**config.mk**
```make
export PLATFORM = sky130hd
export DESIGN_NAME = midpoint_ellipse_rasterizer_core_flat
export DESIGN_NICKNAME = d
export VERILOG_FILES = /design/src/design/mer_pkg.sv /design/src/design/mer_ifs.sv /design/src/design/mer_datapath.sv /design/src/design/mer_controller.sv /design/src/design/midpoint_ellipse_rasterizer_core.sv /design/src/flat_wrapper.sv
export SDC_FILE = /design/constraint.sdc
export NUM_CORES = 1
export LEC_CHECK = 0
export ABC_CLOCK_PERIOD_IN_PS = 13200
export BUFFER_PORTS_ARGS = -buffer_cell sky130_fd_sc_hd__buf_2
export CAP_MARGIN = 10
export CELL_PAD_IN_SITES_DETAIL_PLACEMENT = 2
export CELL_PAD_IN_SITES_GLOBAL_PLACEMENT = 2
export CORE_AREA = 2 2 250 252
export CTS_BUF_LIST = sky130_fd_sc_hd__clkbuf_2
export DETAILED_ROUTE_END_ITERATION = 16
export DIE_AREA = 0 0 252 254
export PLACE_DENSITY_LB_ADDON = 0.25
export SYNTH_ARGS = -nofsm -noshare
export SYNTH_HDL_FRONTEND = slang
export SYNTH_HIERARCHICAL = 1
export SYNTH_SLANG_ARGS = --single-unit
```
**constraint.sdc**
```tcl
create_clock -name clk -period 13.2 [get_ports clk]
set_input_delay 2.64 -clock clk [delete_from_list [all_inputs] [get_ports clk]]
set_output_delay 2.64 -clock clk [all_outputs]
set_load 0.05 [all_outputs]
```
**src/design/mer_pkg.sv**
```systemverilog
package mer_pkg;

    // Geometry widths.
    localparam int AXIS_BITS = 10;
    localparam int PT_W      = AXIS_BITS + 1;
    localparam int SQ_W      = 2 * AXIS_BITS;
    // Small signed factors such as 4x+3 or 2y-3.
    localparam int FAC_W     = AXIS_BITS + 3;
    localparam int PROD_W    = SQ_W + 1 + FAC_W;
    // Decision value, four times the real midpoint decision.
    localparam int DEC_W     = 4 * AXIS_BITS + 8;

    // Operand pairs of the shared multiplier.
    typedef enum logic [3:0] {
        MUL_SQ_A,
        MUL_SQ_B,
        MUL_A2_B,
        MUL_B2_X2P2,
        MUL_A2_Y2M1,
        MUL_B2_X2P3,
        MUL_A2_Y2M2,
        MUL_B2_X4P3,
        MUL_A2_Y4M3,
        MUL_A2_Y2M3
    } mul_sel_t;

    // Updates of the decision accumulator.
    typedef enum logic [2:0] {
        ACC_HOLD,
        ACC_INIT,
        ACC_SUB1,
        ACC_ADD4,
        ACC_SUB4
    } acc_op_t;

    typedef struct packed {
        logic           latch_start;
        logic           mul_en;
        mul_sel_t       mul_sel;
        logic           load_a2;
        logic           load_b2;
        logic           load_cmp;
        logic           save_pos;
        acc_op_t        acc_op;
        logic           x_inc;
        logic           y_dec;
        logic           out_load;
        logic [1:0]     out_idx;
    } cmd_t;

    typedef struct packed {
        logic lt;
        logic dec_pos;
        logic y_zero;
        logic out_free;
    } status_t;

endpackage

```
**src/design/mer_ifs.sv**
```systemverilog
interface mer_in_if;
    import mer_pkg::*;

    logic                 valid;
    logic                 ready;
    logic                 mode;
    logic [AXIS_BITS-1:0] axis_a;
    logic [AXIS_BITS-1:0] axis_b;

    modport source (output valid, output mode, output axis_a, output axis_b, input ready);
    modport sink   (input valid, input mode, input axis_a, input axis_b, output ready);
endinterface

interface mer_out_if;
    import mer_pkg::*;

    logic                   valid;
    logic                   ready;
    logic signed [PT_W-1:0] point_x;
    logic signed [PT_W-1:0] point_y;
    logic                   last_of_step;
    logic                   finished;

    modport source (output valid, output point_x, output point_y, output last_of_step,
                    output finished, input ready);
    modport sink   (input valid, input point_x, input point_y, input last_of_step,
                    input finished, output ready);
endinterface

```
**src/design/mer_datapath.sv**
```systemverilog
module mer_datapath (
    input  logic                          clk,
    input  logic                          rst_n,
    input  mer_pkg::cmd_t                 cmd,
    input  logic [mer_pkg::AXIS_BITS-1:0] axis_a,
    input  logic [mer_pkg::AXIS_BITS-1:0] axis_b,
    output mer_pkg::status_t              status,
    mer_out_if.source                     point
);
    import mer_pkg::*;

    logic [AXIS_BITS-1:0] axis_a_reg;
    logic [AXIS_BITS-1:0] axis_b_reg;
    logic [AXIS_BITS-1:0] x_reg;
    logic [AXIS_BITS-1:0] y_reg;
    logic [SQ_W-1:0]      a2_reg;
    logic [SQ_W-1:0]      b2_reg;
    logic [PROD_W-1:0]    prod_reg;
    logic [PROD_W-1:0]    cmp_reg;
    logic [DEC_W-1:0]     dec_reg;
    logic [DEC_W-1:0]     dec_next;
    logic                 dec_pos_reg;

    logic                 out_valid_reg;
    logic [PT_W-1:0]      out_x_reg;
    logic [PT_W-1:0]      out_y_reg;
    logic                 out_last_reg;
    logic                 out_fin_reg;

    logic [FAC_W-1:0]         xe;
    logic [FAC_W-1:0]         ye;
    logic [SQ_W-1:0]          op1;
    logic [FAC_W-1:0]         fac;
    logic signed [PROD_W-1:0] prod_next;
    logic [DEC_W-1:0]         prod_ext;
    logic [DEC_W-1:0]         prod4;
    logic                     dec_is_pos;
    logic [PT_W-1:0]          xp;
    logic [PT_W-1:0]          yp;
    logic [PT_W-1:0]          xn;
    logic [PT_W-1:0]          yn;

    // Multiplier operand selection; factors wrap modulo 2^FAC_W and read as signed.
    assign xe = FAC_W'(x_reg);
    assign ye = FAC_W'(y_reg);

    always_comb
    begin
        op1 = b2_reg;
        fac = '0;
        case (cmd.mul_sel)
            MUL_SQ_A:
            begin
                op1 = SQ_W'(axis_a_reg);
                fac = FAC_W'(axis_a_reg);
            end
            MUL_SQ_B:
            begin
                op1 = SQ_W'(axis_b_reg);
                fac = FAC_W'(axis_b_reg);
            end
            MUL_A2_B:
            begin
                op1 = a2_reg;
                fac = FAC_W'(axis_b_reg);
            end
            MUL_B2_X2P2:
            begin
                op1 = b2_reg;
                fac = (xe << 1) + FAC_W'(2);
            end
            MUL_A2_Y2M1:
            begin
                op1 = a2_reg;
                fac = (ye << 1) - FAC_W'(1);
            end
            MUL_B2_X2P3:
            begin
                op1 = b2_reg;
                fac = (xe << 1) + FAC_W'(3);
            end
            MUL_A2_Y2M2:
            begin
                op1 = a2_reg;
                fac = (ye << 1) - FAC_W'(2);
            end
            MUL_B2_X4P3:
            begin
                op1 = b2_reg;
                fac = (xe << 2) + FAC_W'(3);
            end
            MUL_A2_Y4M3:
            begin
                op1 = a2_reg;
                fac = (ye << 2) - FAC_W'(3);
            end
            MUL_A2_Y2M3:
            begin
                op1 = a2_reg;
                fac = (ye << 1) - FAC_W'(3);
            end
            default:
            begin
                op1 = b2_reg;
                fac = '0;
            end
        endcase
    end

    assign prod_next = $signed({1'b0, op1}) * $signed(fac);

    // Decision accumulator, modulo 2^DEC_W.
    assign prod_ext = {{(DEC_W - PROD_W){prod_reg[PROD_W-1]}}, prod_reg};
    assign prod4    = prod_ext << 2;

    always_comb
    begin
        case (cmd.acc_op)
            ACC_HOLD: dec_next = dec_reg;
            ACC_INIT: dec_next = DEC_W'({b2_reg, 2'b00}) + DEC_W'(a2_reg);
            ACC_SUB1: dec_next = dec_reg - prod_ext;
            ACC_ADD4: dec_next = dec_reg + prod4;
            ACC_SUB4: dec_next = dec_reg - prod4;
            default:  dec_next = dec_reg;
        endcase
    end

    assign dec_is_pos = !dec_reg[DEC_W-1] && (dec_reg != '0);

    // Arithmetic registers.
    always_ff @(posedge clk)
    begin
        if (cmd.latch_start)
        begin
            axis_a_reg <= axis_a;
            axis_b_reg <= axis_b;
        end
        if (cmd.mul_en)
        begin
            prod_reg <= prod_next;
        end
        if (cmd.load_a2)
        begin
            a2_reg <= prod_reg[SQ_W-1:0];
        end
        if (cmd.load_b2)
        begin
            b2_reg <= prod_reg[SQ_W-1:0];
        end
        if (cmd.load_cmp)
        begin
            cmp_reg <= prod_reg;
        end
        if (cmd.save_pos)
        begin
            dec_pos_reg <= dec_is_pos;
        end
        dec_reg <= dec_next;
        if (cmd.latch_start)
        begin
            x_reg <= '0;
            y_reg <= axis_b;
        end
        else
        begin
            if (cmd.x_inc)
            begin
                x_reg <= x_reg + AXIS_BITS'(1);
            end
            if (cmd.y_dec)
            begin
                y_reg <= y_reg - AXIS_BITS'(1);
            end
        end
    end

    // Mirrored copies of the current point.
    assign xp = {1'b0, x_reg};
    assign yp = {1'b0, y_reg};
    assign xn = PT_W'(0) - xp;
    assign yn = PT_W'(0) - yp;

    // Output register: holds one word until the sink takes it.
    always_ff @(posedge clk or negedge rst_n)
    begin
        if (!rst_n)
        begin
            out_valid_reg <= 1'b0;
        end
        else if (cmd.out_load)
        begin
            out_valid_reg <= 1'b1;
        end
        else if (point.ready)
        begin
            out_valid_reg <= 1'b0;
        end
    end

    always_ff @(posedge clk)
    begin
        if (cmd.out_load)
        begin
            case (cmd.out_idx)
                2'd0:
                begin
                    out_x_reg <= xp;
                    out_y_reg <= yp;
                end
                2'd1:
                begin
                    out_x_reg <= xn;
                    out_y_reg <= yn;
                end
                2'd2:
                begin
                    out_x_reg <= xn;
                    out_y_reg <= yp;
                end
                default:
                begin
                    out_x_reg <= xp;
                    out_y_reg <= yn;
                end
            endcase
            out_last_reg <= (cmd.out_idx == 2'd3);
            out_fin_reg  <= (y_reg == '0);
        end
    end

    assign point.valid        = out_valid_reg;
    assign point.point_x      = $signed(out_x_reg);
    assign point.point_y      = $signed(out_y_reg);
    assign point.last_of_step = out_last_reg;
    assign point.finished     = out_fin_reg;

    // Status back to the controller.
    assign status.lt       = (y_reg != '0) && ($signed(cmp_reg) < $signed(prod_reg));
    assign status.dec_pos  = dec_pos_reg;
    assign status.y_zero   = (y_reg == '0);
    assign status.out_free = !out_valid_reg || point.ready;

    // A new word is never loaded over one that the sink has not taken.
    a_no_overrun: assert property (@(posedge clk) disable iff (!rst_n)
        cmd.out_load |-> (!out_valid_reg || point.ready))
        else $error("output word overwritten before it was taken");

    // The scan never steps y below zero.
    a_y_floor: assert property (@(posedge clk) disable iff (!rst_n)
        (cmd.y_dec && !cmd.latch_start) |-> (y_reg != '0))
        else $error("y decremented at zero");

endmodule

```
**src/design/mer_controller.sv**
```systemverilog
module mer_controller (
    input  logic             clk,
    input  logic             rst_n,
    input  logic             in_valid,
    input  logic             in_mode,
    output logic             in_ready,
    input  mer_pkg::status_t status,
    output mer_pkg::cmd_t    cmd
);
    import mer_pkg::*;

    typedef enum logic [4:0] {
        ST_IDLE,
        ST_S1,
        ST_S2,
        ST_S3,
        ST_S4,
        ST_S5,
        ST_R1_A,
        ST_R1_B,
        ST_R1_C,
        ST_R1_D,
        ST_R1_E,
        ST_SW_A,
        ST_SW_B,
        ST_R2_A,
        ST_R2_B,
        ST_R2_C,
        ST_DONE,
        ST_EMIT
    } state_t;

    typedef enum logic [1:0] {
        PH_IDLE,
        PH_R1,
        PH_R2
    } phase_t;

    state_t     state_reg;
    state_t     state_next;
    phase_t     phase_reg;
    phase_t     phase_next;
    logic [1:0] k_reg;
    logic [1:0] k_next;
    logic       accept;

    assign in_ready = (state_reg == ST_IDLE);
    assign accept   = in_valid && in_ready;

    // Sequencing of one word: multiplies, accumulates, then four emits unless the ellipse is done.
    always_comb
    begin
        cmd        = '0;
        state_next = state_reg;
        phase_next = phase_reg;
        k_next     = k_reg;
        case (state_reg)
            ST_IDLE:
            begin
                if (accept)
                begin
                    if (!in_mode)
                    begin
                        cmd.latch_start = 1'b1;
                        state_next      = ST_S1;
                    end
                    else
                    begin
                        case (phase_reg)
                            PH_R1:   state_next = ST_R1_A;
                            PH_R2:   state_next = ST_R2_A;
                            default: state_next = ST_IDLE;
                        endcase
                    end
                end
            end
            ST_S1:
            begin
                cmd.mul_en  = 1'b1;
                cmd.mul_sel = MUL_SQ_A;
                state_next  = ST_S2;
            end
            ST_S2:
            begin
                cmd.load_a2 = 1'b1;
                cmd.mul_en  = 1'b1;
                cmd.mul_sel = MUL_SQ_B;
                state_next  = ST_S3;
            end
            ST_S3:
            begin
                cmd.load_b2 = 1'b1;
                cmd.mul_en  = 1'b1;
                cmd.mul_sel = MUL_A2_B;
                state_next  = ST_S4;
            end
            ST_S4:
            begin
                cmd.acc_op = ACC_INIT;
                state_next = ST_S5;
            end
            ST_S5:
            begin
                cmd.acc_op = ACC_SUB4;
                phase_next = status.y_zero ? PH_IDLE : PH_R1;
                k_next     = 2'd0;
                state_next = ST_EMIT;
            end
            // Region one: test 2b^2(x+1) against a^2(2y-1).
            ST_R1_A:
            begin
                cmd.mul_en  = 1'b1;
                cmd.mul_sel = MUL_B2_X2P2;
                state_next  = ST_R1_B;
            end
            ST_R1_B:
            begin
                cmd.load_cmp = 1'b1;
                cmd.mul_en   = 1'b1;
                cmd.mul_sel  = MUL_A2_Y2M1;
                state_next   = ST_R1_C;
            end
            ST_R1_C:
            begin
                cmd.mul_en = 1'b1;
                if (status.lt)
                begin
                    cmd.mul_sel  = MUL_B2_X2P3;
                    cmd.save_pos = 1'b1;
                    state_next   = ST_R1_D;
                end
                else
                begin
                    cmd.mul_sel = MUL_B2_X4P3;
                    state_next  = ST_SW_A;
                end
            end
            ST_R1_D:
            begin
                cmd.acc_op  = ACC_ADD4;
                cmd.mul_en  = 1'b1;
                cmd.mul_sel = MUL_A2_Y2M2;
                state_next  = ST_R1_E;
            end
            ST_R1_E:
            begin
                if (status.dec_pos)
                begin
                    cmd.acc_op = ACC_SUB4;
                    cmd.y_dec  = 1'b1;
                end
                cmd.x_inc  = 1'b1;
                state_next = ST_DONE;
            end
            // Switch to region two: subtract b^2(4x+3) and a^2(4y-3).
            ST_SW_A:
            begin
                cmd.acc_op  = ACC_SUB1;
                cmd.mul_en  = 1'b1;
                cmd.mul_sel = MUL_A2_Y4M3;
                state_next  = ST_SW_B;
            end
            ST_SW_B:
            begin
                cmd.acc_op = ACC_SUB1;
                phase_next = PH_R2;
                state_next = ST_R2_A;
            end
            // Region two iteration.
            ST_R2_A:
            begin
                if (status.y_zero)
                begin
                    phase_next = PH_IDLE;
                    state_next = ST_IDLE;
                end
                else
                begin
                    cmd.mul_en   = 1'b1;
                    cmd.mul_sel  = MUL_B2_X2P2;
                    cmd.save_pos = 1'b1;
                    state_next   = ST_R2_B;
                end
            end
            ST_R2_B:
            begin
                if (!status.dec_pos)
                begin
                    cmd.acc_op = ACC_ADD4;
                    cmd.x_inc  = 1'b1;
                end
                cmd.mul_en  = 1'b1;
                cmd.mul_sel = MUL_A2_Y2M3;
                state_next  = ST_R2_C;
            end
            ST_R2_C:
            begin
                cmd.acc_op = ACC_SUB4;
                cmd.y_dec  = 1'b1;
                state_next = ST_DONE;
            end
            ST_DONE:
            begin
                if (status.y_zero)
                begin
                    phase_next = PH_IDLE;
                end
                k_next     = 2'd0;
                state_next = ST_EMIT;
            end
            // Four mirrored points, one per free output slot.
            ST_EMIT:
            begin
                if (status.out_free)
                begin
                    cmd.out_load = 1'b1;
                    cmd.out_idx  = k_reg;
                    k_next       = k_reg + 2'd1;
                    if (k_reg == 2'd3)
                    begin
                        state_next = ST_IDLE;
                    end
                end
            end
            default:
            begin
                state_next = ST_IDLE;
            end
        endcase
    end

    always_ff @(posedge clk or negedge rst_n)
    begin
        if (!rst_n)
        begin
            state_reg <= ST_IDLE;
            phase_reg <= PH_IDLE;
            k_reg     <= 2'd0;
        end
        else
        begin
            state_reg <= state_next;
            phase_reg <= phase_next;
            k_reg     <= k_next;
        end
    end

    // An ellipse left in progress always has points still to go.
    a_live_phase: assert property (@(posedge clk) disable iff (!rst_n)
        (state_reg == ST_IDLE && phase_reg != PH_IDLE) |-> !status.y_zero)
        else $error("ellipse in progress with y at zero");

    // A stalled output holds the emit sequence where it is.
    a_emit_hold: assert property (@(posedge clk) disable iff (!rst_n)
        (state_reg == ST_EMIT && !status.out_free) |=>
        (state_reg == ST_EMIT && $stable(k_reg)))
        else $error("emit sequence advanced while output stalled");

endmodule

```
**src/design/midpoint_ellipse_rasterizer_core.sv**
```systemverilog
// Midpoint ellipse rasterizer. A start word (mode 0) loads the semi-axes and
// yields the four mirrored copies of (0,b); each step word (mode 1) runs one
// iteration of the midpoint scan and yields four mirrored points in the order
// (x,y), (-x,-y), (-x,y), (x,-y), with last_of_step on the fourth and finished
// on all four of the final step. A step after the ellipse is done is taken and
// yields nothing. Words are handled one at a time by a sequencer that drives a
// single shared multiplier and a decision accumulator; a stalled sink holds
// the output points. The output register lets the next word be taken while
// the last point waits.
module midpoint_ellipse_rasterizer_core (
    input  logic      clk,
    input  logic      rst_n,
    mer_in_if.sink    step,
    mer_out_if.source point
);
    import mer_pkg::*;

    cmd_t    cmd;
    status_t status;
    logic    in_ready;

    assign step.ready = in_ready;

    mer_controller u_ctrl (
        .clk      (clk),
        .rst_n    (rst_n),
        .in_valid (step.valid),
        .in_mode  (step.mode),
        .in_ready (in_ready),
        .status   (status),
        .cmd      (cmd)
    );

    mer_datapath u_dp (
        .clk    (clk),
        .rst_n  (rst_n),
        .cmd    (cmd),
        .axis_a (step.axis_a),
        .axis_b (step.axis_b),
        .status (status),
        .point  (point)
    );

endmodule
```
**src/flat_wrapper.sv**
```systemverilog
// flat-port wrapper written by rule: the top's interface ports become plain ports
module midpoint_ellipse_rasterizer_core_flat import mer_pkg::*;
  (clk, rst_n, step_valid, step_mode, step_axis_a, step_axis_b, step_ready, point_valid, point_point_x, point_point_y, point_last_of_step, point_finished, point_ready);
  mer_in_if step_i ();
  mer_out_if point_i ();
  input  logic clk;
  input  logic rst_n;
  input wire logic [$bits(step_i.valid)-1:0] step_valid;
  input wire logic [$bits(step_i.mode)-1:0] step_mode;
  input wire logic [$bits(step_i.axis_a)-1:0] step_axis_a;
  input wire logic [$bits(step_i.axis_b)-1:0] step_axis_b;
  output wire logic [$bits(step_i.ready)-1:0] step_ready;
  output wire logic [$bits(point_i.valid)-1:0] point_valid;
  output wire logic [$bits(point_i.point_x)-1:0] point_point_x;
  output wire logic [$bits(point_i.point_y)-1:0] point_point_y;
  output wire logic [$bits(point_i.last_of_step)-1:0] point_last_of_step;
  output wire logic [$bits(point_i.finished)-1:0] point_finished;
  input wire logic [$bits(point_i.ready)-1:0] point_ready;
  assign step_i.valid = step_valid;
  assign step_i.mode = step_mode;
  assign step_i.axis_a = step_axis_a;
  assign step_i.axis_b = step_axis_b;
  assign step_ready = step_i.ready;
  assign point_valid = point_i.valid;
  assign point_point_x = point_i.point_x;
  assign point_point_y = point_i.point_y;
  assign point_last_of_step = point_i.last_of_step;
  assign point_finished = point_i.finished;
  assign point_i.ready = point_ready;
  midpoint_ellipse_rasterizer_core u_core (.clk(clk), .rst_n(rst_n), .step(step_i), .point(point_i));
endmodule
```
==> out/metrics.yaml, run 1 <==
worstPathArrival_ns: 12.96
final_hold_viol_count: 0
post_cts_buffers: 0
period_share_pct: 93.2
ctsResizeCount: 0
drt_iter0_drc: 1772
synth_edf_count: 211
hold_buffers: 0
ys_warn_count: 6
vias: 22800
synth_most_common_cell: "nand2_1"
status: "complete, no violations"
grt_pass1_wl_um: 153000
fin_nets: 3389
synth_top_area_share_pct: 24.2
grt_pass1_vias: 25600
dp_hpwl_um: 77300
rrSetupSlack_ns: 0.89
fillers: 6732
cts_buffers: 73
grtUsageTotal_pct: 30.9
root_buffer: "clkbuf_2"
tightest_slew_ns: 1.17
slew_viol_final: 0
async_flop_share_pct: 4.33
cts.sinks: 231
period_needed_ns: 12.31
wl_per_cell_um: 26.3
htree_num_levels: 3
finalSetupViolations: 0
grt_max_degree: 47
die_y_um: 254
drt_wl_total_um: 98300
ys_seq_elements: 231
antenna_left: 0
dieArea_um2: 64000
slowest_delay_ns: 0.69
avgSynthCellArea_um2: 9.13
avgViaCountPerCell: 6.09
syn-cell-area_um2: 26200
cts_max_path_buffers: 3
routabilityCongestion: 0.941
initial_core_util_pct: 42.7
crit_slowest_cell: "nor3b_1"
num_io_pins: 51
finalSetupTns_ns: 0
drc: 0
clock_latency_ns: 1.08
path_clk_slew_ns: 0.12
final_cells: 3743
firstDrtPassIters: 7
relSlewSlack_pct: 22.1
synth_flop_cell: "edfxtp_1"
rsz0062_at_grt: "no"
synthTopCellsByCount: "nand2_1 (330), inv_1 (284), ha_1 (265)"
crit_fanout: 14
portBuffers: 50
synth_cell_types: 88
antenna_found_initial: 2
worstPathRequired_ns: 13.85
synth_cells: 2868
globalRouteOverflowTotal: 0
rows: 91
critPathLaunchType: "register"
synth_area_leader_cell: "edfxtp_1"
largest_reg_flops: 48
die_width_um: 252
layout_setup_ws_ns: 0.895
synth_area_leaders: "edfxtp_1 (24%), fa_1 (15%), ha_1 (13%)"
mappedNetlistNets: 3359
core_area_um2: 61300
seq_area_frac_synth_pct: 25.9
hp-class: "reg -> reg"
dp_cells: 3613
area_growth_pct: 6.46
end_kind: "register"
final_layout_size_suffix_gt1_share_pct: 8.01
post-place-ws_ns: 1.17
tritoncts: "yes"
crit_type: "reg -> reg"
skew_ns: 0.186
cpMostUsedCell: "a21oi_1"
cap_violations: 0
fmaxAchievable_ghz: 0.0813
==> kinds of logic (layout without fill, tap and decap cells) <==
| group | Yosys count | after routing | synth area share (%) |
|---|---|---|---|
| and+or+nand+nor | 865 | 865 | 15.3 |
| AOI/OAI and AO/OA | 675 | 675 | 17.0 |
| adders and majority gates | 466 | 466 | 28.0 |
| buffers and inverters | 409 | 489 | 6.06 |
| DFF | 231 | 231 | 25.9 |
| xor gates and xnor gates | 197 | 197 | 6.59 |
| muxes | 25 | 25 | 0.994 |
| other | 0 | 5 | 0 |
==> metal layers <==
metal  track usage (%)  share of wire (%)  vias up
met5                 0                  0        -
met4              9.10                2.7        0
met3              3.73                5.2      164
met2              53.2                 49      670
met1              40.8                 44    11800
li1                  -                  -    10200
==> worst max-delay path: cells and delay by family, from the launching register on <==
kind                     cells  cell delay [ns]
AO/OA/AOI/OAI               19             4.96
adder cells (fa/ha/maj)      8             3.56
AND/OR/NAND/NOR              8             2.31
buffers and inverters        2             0.75
flip-flops                   1             0.44
==> through the flow <==
step	util [%]	area [µm²]	hold WS, ns
floorplan	-	26200	0.451
global placement	44.4	27200	0.467
detailed placement	44.4	27200	0.490
CTS	45.5	27900	0.359
global route	45.5	27900	0.401
finish	45.5	27900	0.345
==> cell usage in the layout (no fill, tap or decap), types with 93 or more instances in the layout <==
cell | netlist | layout
nand2_1 | 330 | 330
nor2_1 | 208 | 206
a21oi_1 | 185 | 184
ha_1 | 265 | 265
o21ai_0 | 106 | 105
a21o_1 | 93 | 93
fa_1 | 201 | 201
edfxtp_1 | 211 | 211
xnor2_1 | 132 | 132
clkbuf_2 | 0 | 102
inv_1 | 284 | 284
==> final timing paths <==
check | to | cells after the start | from
max in group asynchronous | u_core/u_ctrl/state_reg[3] | 1 | rst_n
hold reg to reg | u_core/u_dp/cmp_reg[26] | 0 | u_core/u_dp/prod_reg[26]
min in group asynchronous | u_core/u_ctrl/k_reg[1] | 1 | rst_n
hold / removal | u_core/u_dp/cmp_reg[26] | 0 | u_core/u_dp/prod_reg[26]
setup / recovery | u_core/u_dp/prod_reg[31] | 37 | u_core/u_dp/prod_reg[23]
setup reg to reg | u_core/u_dp/prod_reg[31] | 37 | u_core/u_dp/prod_reg[23]
==> area by class of cell <==
cell class / instances / area, µm² / share of cell area, %
repair buffers: 78 / 460 / 1.65
multi-input cells: 2228 / 17900 / 64.1
well taps: 790 / 988 / 3.55
clock inverters: 23 / 166 / 0.597
clock buffers: 102 / 510 / 1.83
diodes: 5 / 12.5 / 0.0449
inverters: 286 / 1070 / 3.85
flip-flops and latches: 231 / 6790 / 24.4
Power of run 1 is not shown: default switching activity piles up to over one toggle a cycle in this logic, so the estimate is an artifact.
==> inputs of run 2 (changes only) <==
Settings changed: CORE_AREA 2 2 250 252 to 2 2 253 255, CTS_BUF_LIST sky130_fd_sc_hd__clkbuf_2 to not set, DIE_AREA 0 0 252 254 to 0 0 255 257.
==> run 2 against run 1 <==
  * Worst setup slack worse by 0.025 ns
  * Non-clock buffer count is 1 lower
  * Routed wire length is 0.96% lower
  * Register-to-register slack worse by 0.03 ns
  * Critical endpoint is now u_core/u_dp/prod_reg[33]
  * Fmax is 0.20% lower
  * Cell area is 1.6% higher
  * Critical path depth is 4 lower
  * Die area is 2.4% higher
  * Core utilization is 0.35 points lower
==> out/metrics.yaml, run 2 (same netlist as run 1, synthesis figures left out) <==
status: "complete, no violations"  # unchanged
rows: 92  # was 91
avgViaCountPerCell: 6.02  # was 6.09
crit_slowest_cell: "edfxtp_1"  # was nor3b_1
final_hold_viol_count: 0  # unchanged
firstDrtPassIters: 7  # unchanged
grt_pass1_vias: 25100  # was 25,600
slowest_delay_ns: 0.78  # was 0.69 ns
grt_pass1_wl_um: 151000  # was 153,000 µm
portBuffers: 50  # unchanged
fillers: 6793  # was 6,732
grtUsageTotal_pct: 29.7  # was 30.9%
final_common_cell: "nand2_1"  # unchanged
vias: 22400  # was 22,800
crit_type: "reg -> reg"  # unchanged
period_share_pct: 93.4  # was 93.2%
root_buffer: "clkbuf_16"  # was clkbuf_2
regArea_um2: 6790  # unchanged
finalSetupTns_ns: 0  # unchanged
dieArea_um2: 65500  # was 64,000 µm²
antenna_left: 0  # unchanged
num_io_pins: 51  # unchanged
drt_wl_total_um: 97400  # was 98,300 µm
cts_buffers: 31  # was 73
routabilityCongestion: 0.930  # was 0.941
mostFrequentLayoutCells: "nand2_1 (330), inv_1 (284), ha_1 (265), edfxtp_1 (211), nor2_1 (206)"  # unchanged
grtUsageMet1_pct: 40.2  # was 40.8%
min_delay_path_depth: 0  # unchanged
multi_input_area_um2: 17900  # about the same
skew_ns: 0.0253  # was 0.186 ns
cap_violations: 0  # unchanged
antenna_found_initial: 0  # was 2
rsz0062_at_grt: "no"  # unchanged
r2r_cells: 33  # was 37
initial_core_util_pct: 41.7  # was 42.7%
wl_per_cell_um: 26.1  # was 26.3 µm
finalSetupViolations: 0  # unchanged
tritoncts: "yes"  # unchanged
fmaxAchievable_ghz: 0.0811  # was 0.0813 GHz
htree_num_levels: 1  # was 3
dp_hpwl_um: 77400  # was 77,300 µm
grt_util_met3_pct: 2.63  # was 3.73%
top_usage_layer: "met2"  # unchanged
drt_iter0_drc: 1462  # was 1,772
worstPathArrival_ns: 12.71  # was 12.96 ns
clock_latency_ns: 0.61  # was 1.08 ns
critPathLaunchType: "register"  # unchanged
grt_max_degree: 47  # unchanged
slew_viol_final: 0  # unchanged
hold_buffers: 0  # unchanged
fin_nets: 3346  # was 3,389
worstPathRequired_ns: 13.58  # was 13.85 ns
largest_reg_flops: 48  # unchanged
cts_max_path_buffers: 3  # unchanged
final_layout_size_suffix_gt1_share_pct: 6.15  # was 8.01%
end_kind: "register"  # unchanged
period_needed_ns: 12.33  # was 12.31 ns
tightest_slew_ns: 1.28  # was 1.17 ns
path_clk_slew_ns: 0.06  # was 0.12 ns
core_area_um2: 62700  # was 61,300 µm²
die_width_um: 255  # was 252 µm
relSlewSlack_pct: 13.5  # was 22.1%
diodes: 0  # was 5
area_growth_pct: 8.18  # was 6.46%
cts.sinks: 231  # unchanged
met2_usage_pct: 51.1  # was 53.2%
drc: 0  # unchanged
post_cts_buffers: 0  # unchanged
hp-class: "reg -> reg"  # unchanged
die_y_um: 257  # was 254 µm
crit_fanout: 17  # was 14
globalRouteOverflowTotal: 0  # unchanged
[run 2: per-layer routing]
layer / vias up / share of wire, %
met2: 514 / 49
met1: 11700 / 44
li1: 10100 / -
met5: - / 0
met4: 0 / 2.5
met3: 137 / 4.1
[run 2: stage by stage]
| stage | instance area, µm² | util (%) | hold WS, ns | instances | setup WS [ns] |
|---|---|---|---|---|---|
| floorplan | 26200 | - | 0.451 | 2868 | 3.53 |
| global placement | 27200 | 43.4 | 0.468 | 3668 | 1.73 |
| detailed placement | 27200 | 43.4 | 0.493 | 3668 | 0.937 |
| CTS | 28300 | 45.1 | 0.498 | 3726 | 0.718 |
| global route | 28300 | 45.1 | 0.513 | 3726 | 0.141 |
| finish | 28300 | 45.1 | 0.488 | 3726 | 0.870 |
[run 2: path summary, 6_finish.rpt]
| kind | startpoint | endpoint | slack, ns |
|---|---|---|---|
| worst max-delay path | u_core/u_dp/prod_reg[33] | u_core/u_dp/prod_reg[33] | 0.87 |
| worst min-delay path | u_core/u_dp/prod_reg[27] | u_core/u_dp/cmp_reg[27] | 0.49 |
| worst max register to register | u_core/u_dp/prod_reg[33] | u_core/u_dp/prod_reg[33] | 0.87 |
| worst min register to register | u_core/u_dp/prod_reg[27] | u_core/u_dp/cmp_reg[27] | 0.49 |
| max in group asynchronous | rst_n | u_core/u_ctrl/k_reg[1] | 11.08 |
| min in group asynchronous | rst_n | u_core/u_ctrl/phase_reg[0] | 1.90 |
[run 2: what timing repair did]
item,in CTS,in global routing
gates resized for setup,0,1
endpoints found under the setup margin,0,1
endpoints found under the hold margin,0,0
[run 2: cell type report]
class	instances	share of cell area (%)
repair buffers	77	1.60
clock inverters	26	1.03
inverters	286	3.79
flip-flops and latches	231	24.0
multi-input cells	2228	63.1
well taps	846	3.74
clock buffers	32	2.75
[run 2: worst max-delay path: cells and delay by family (launching register included)]
kind	cells	cell delay [ns]
buf+inv	2	1.12
flops	1	0.78
compound gates	15	4.17
simple gates	8	2.32
fa+ha+maj	8	3.68
Power of run 2 is left out for the same reason.
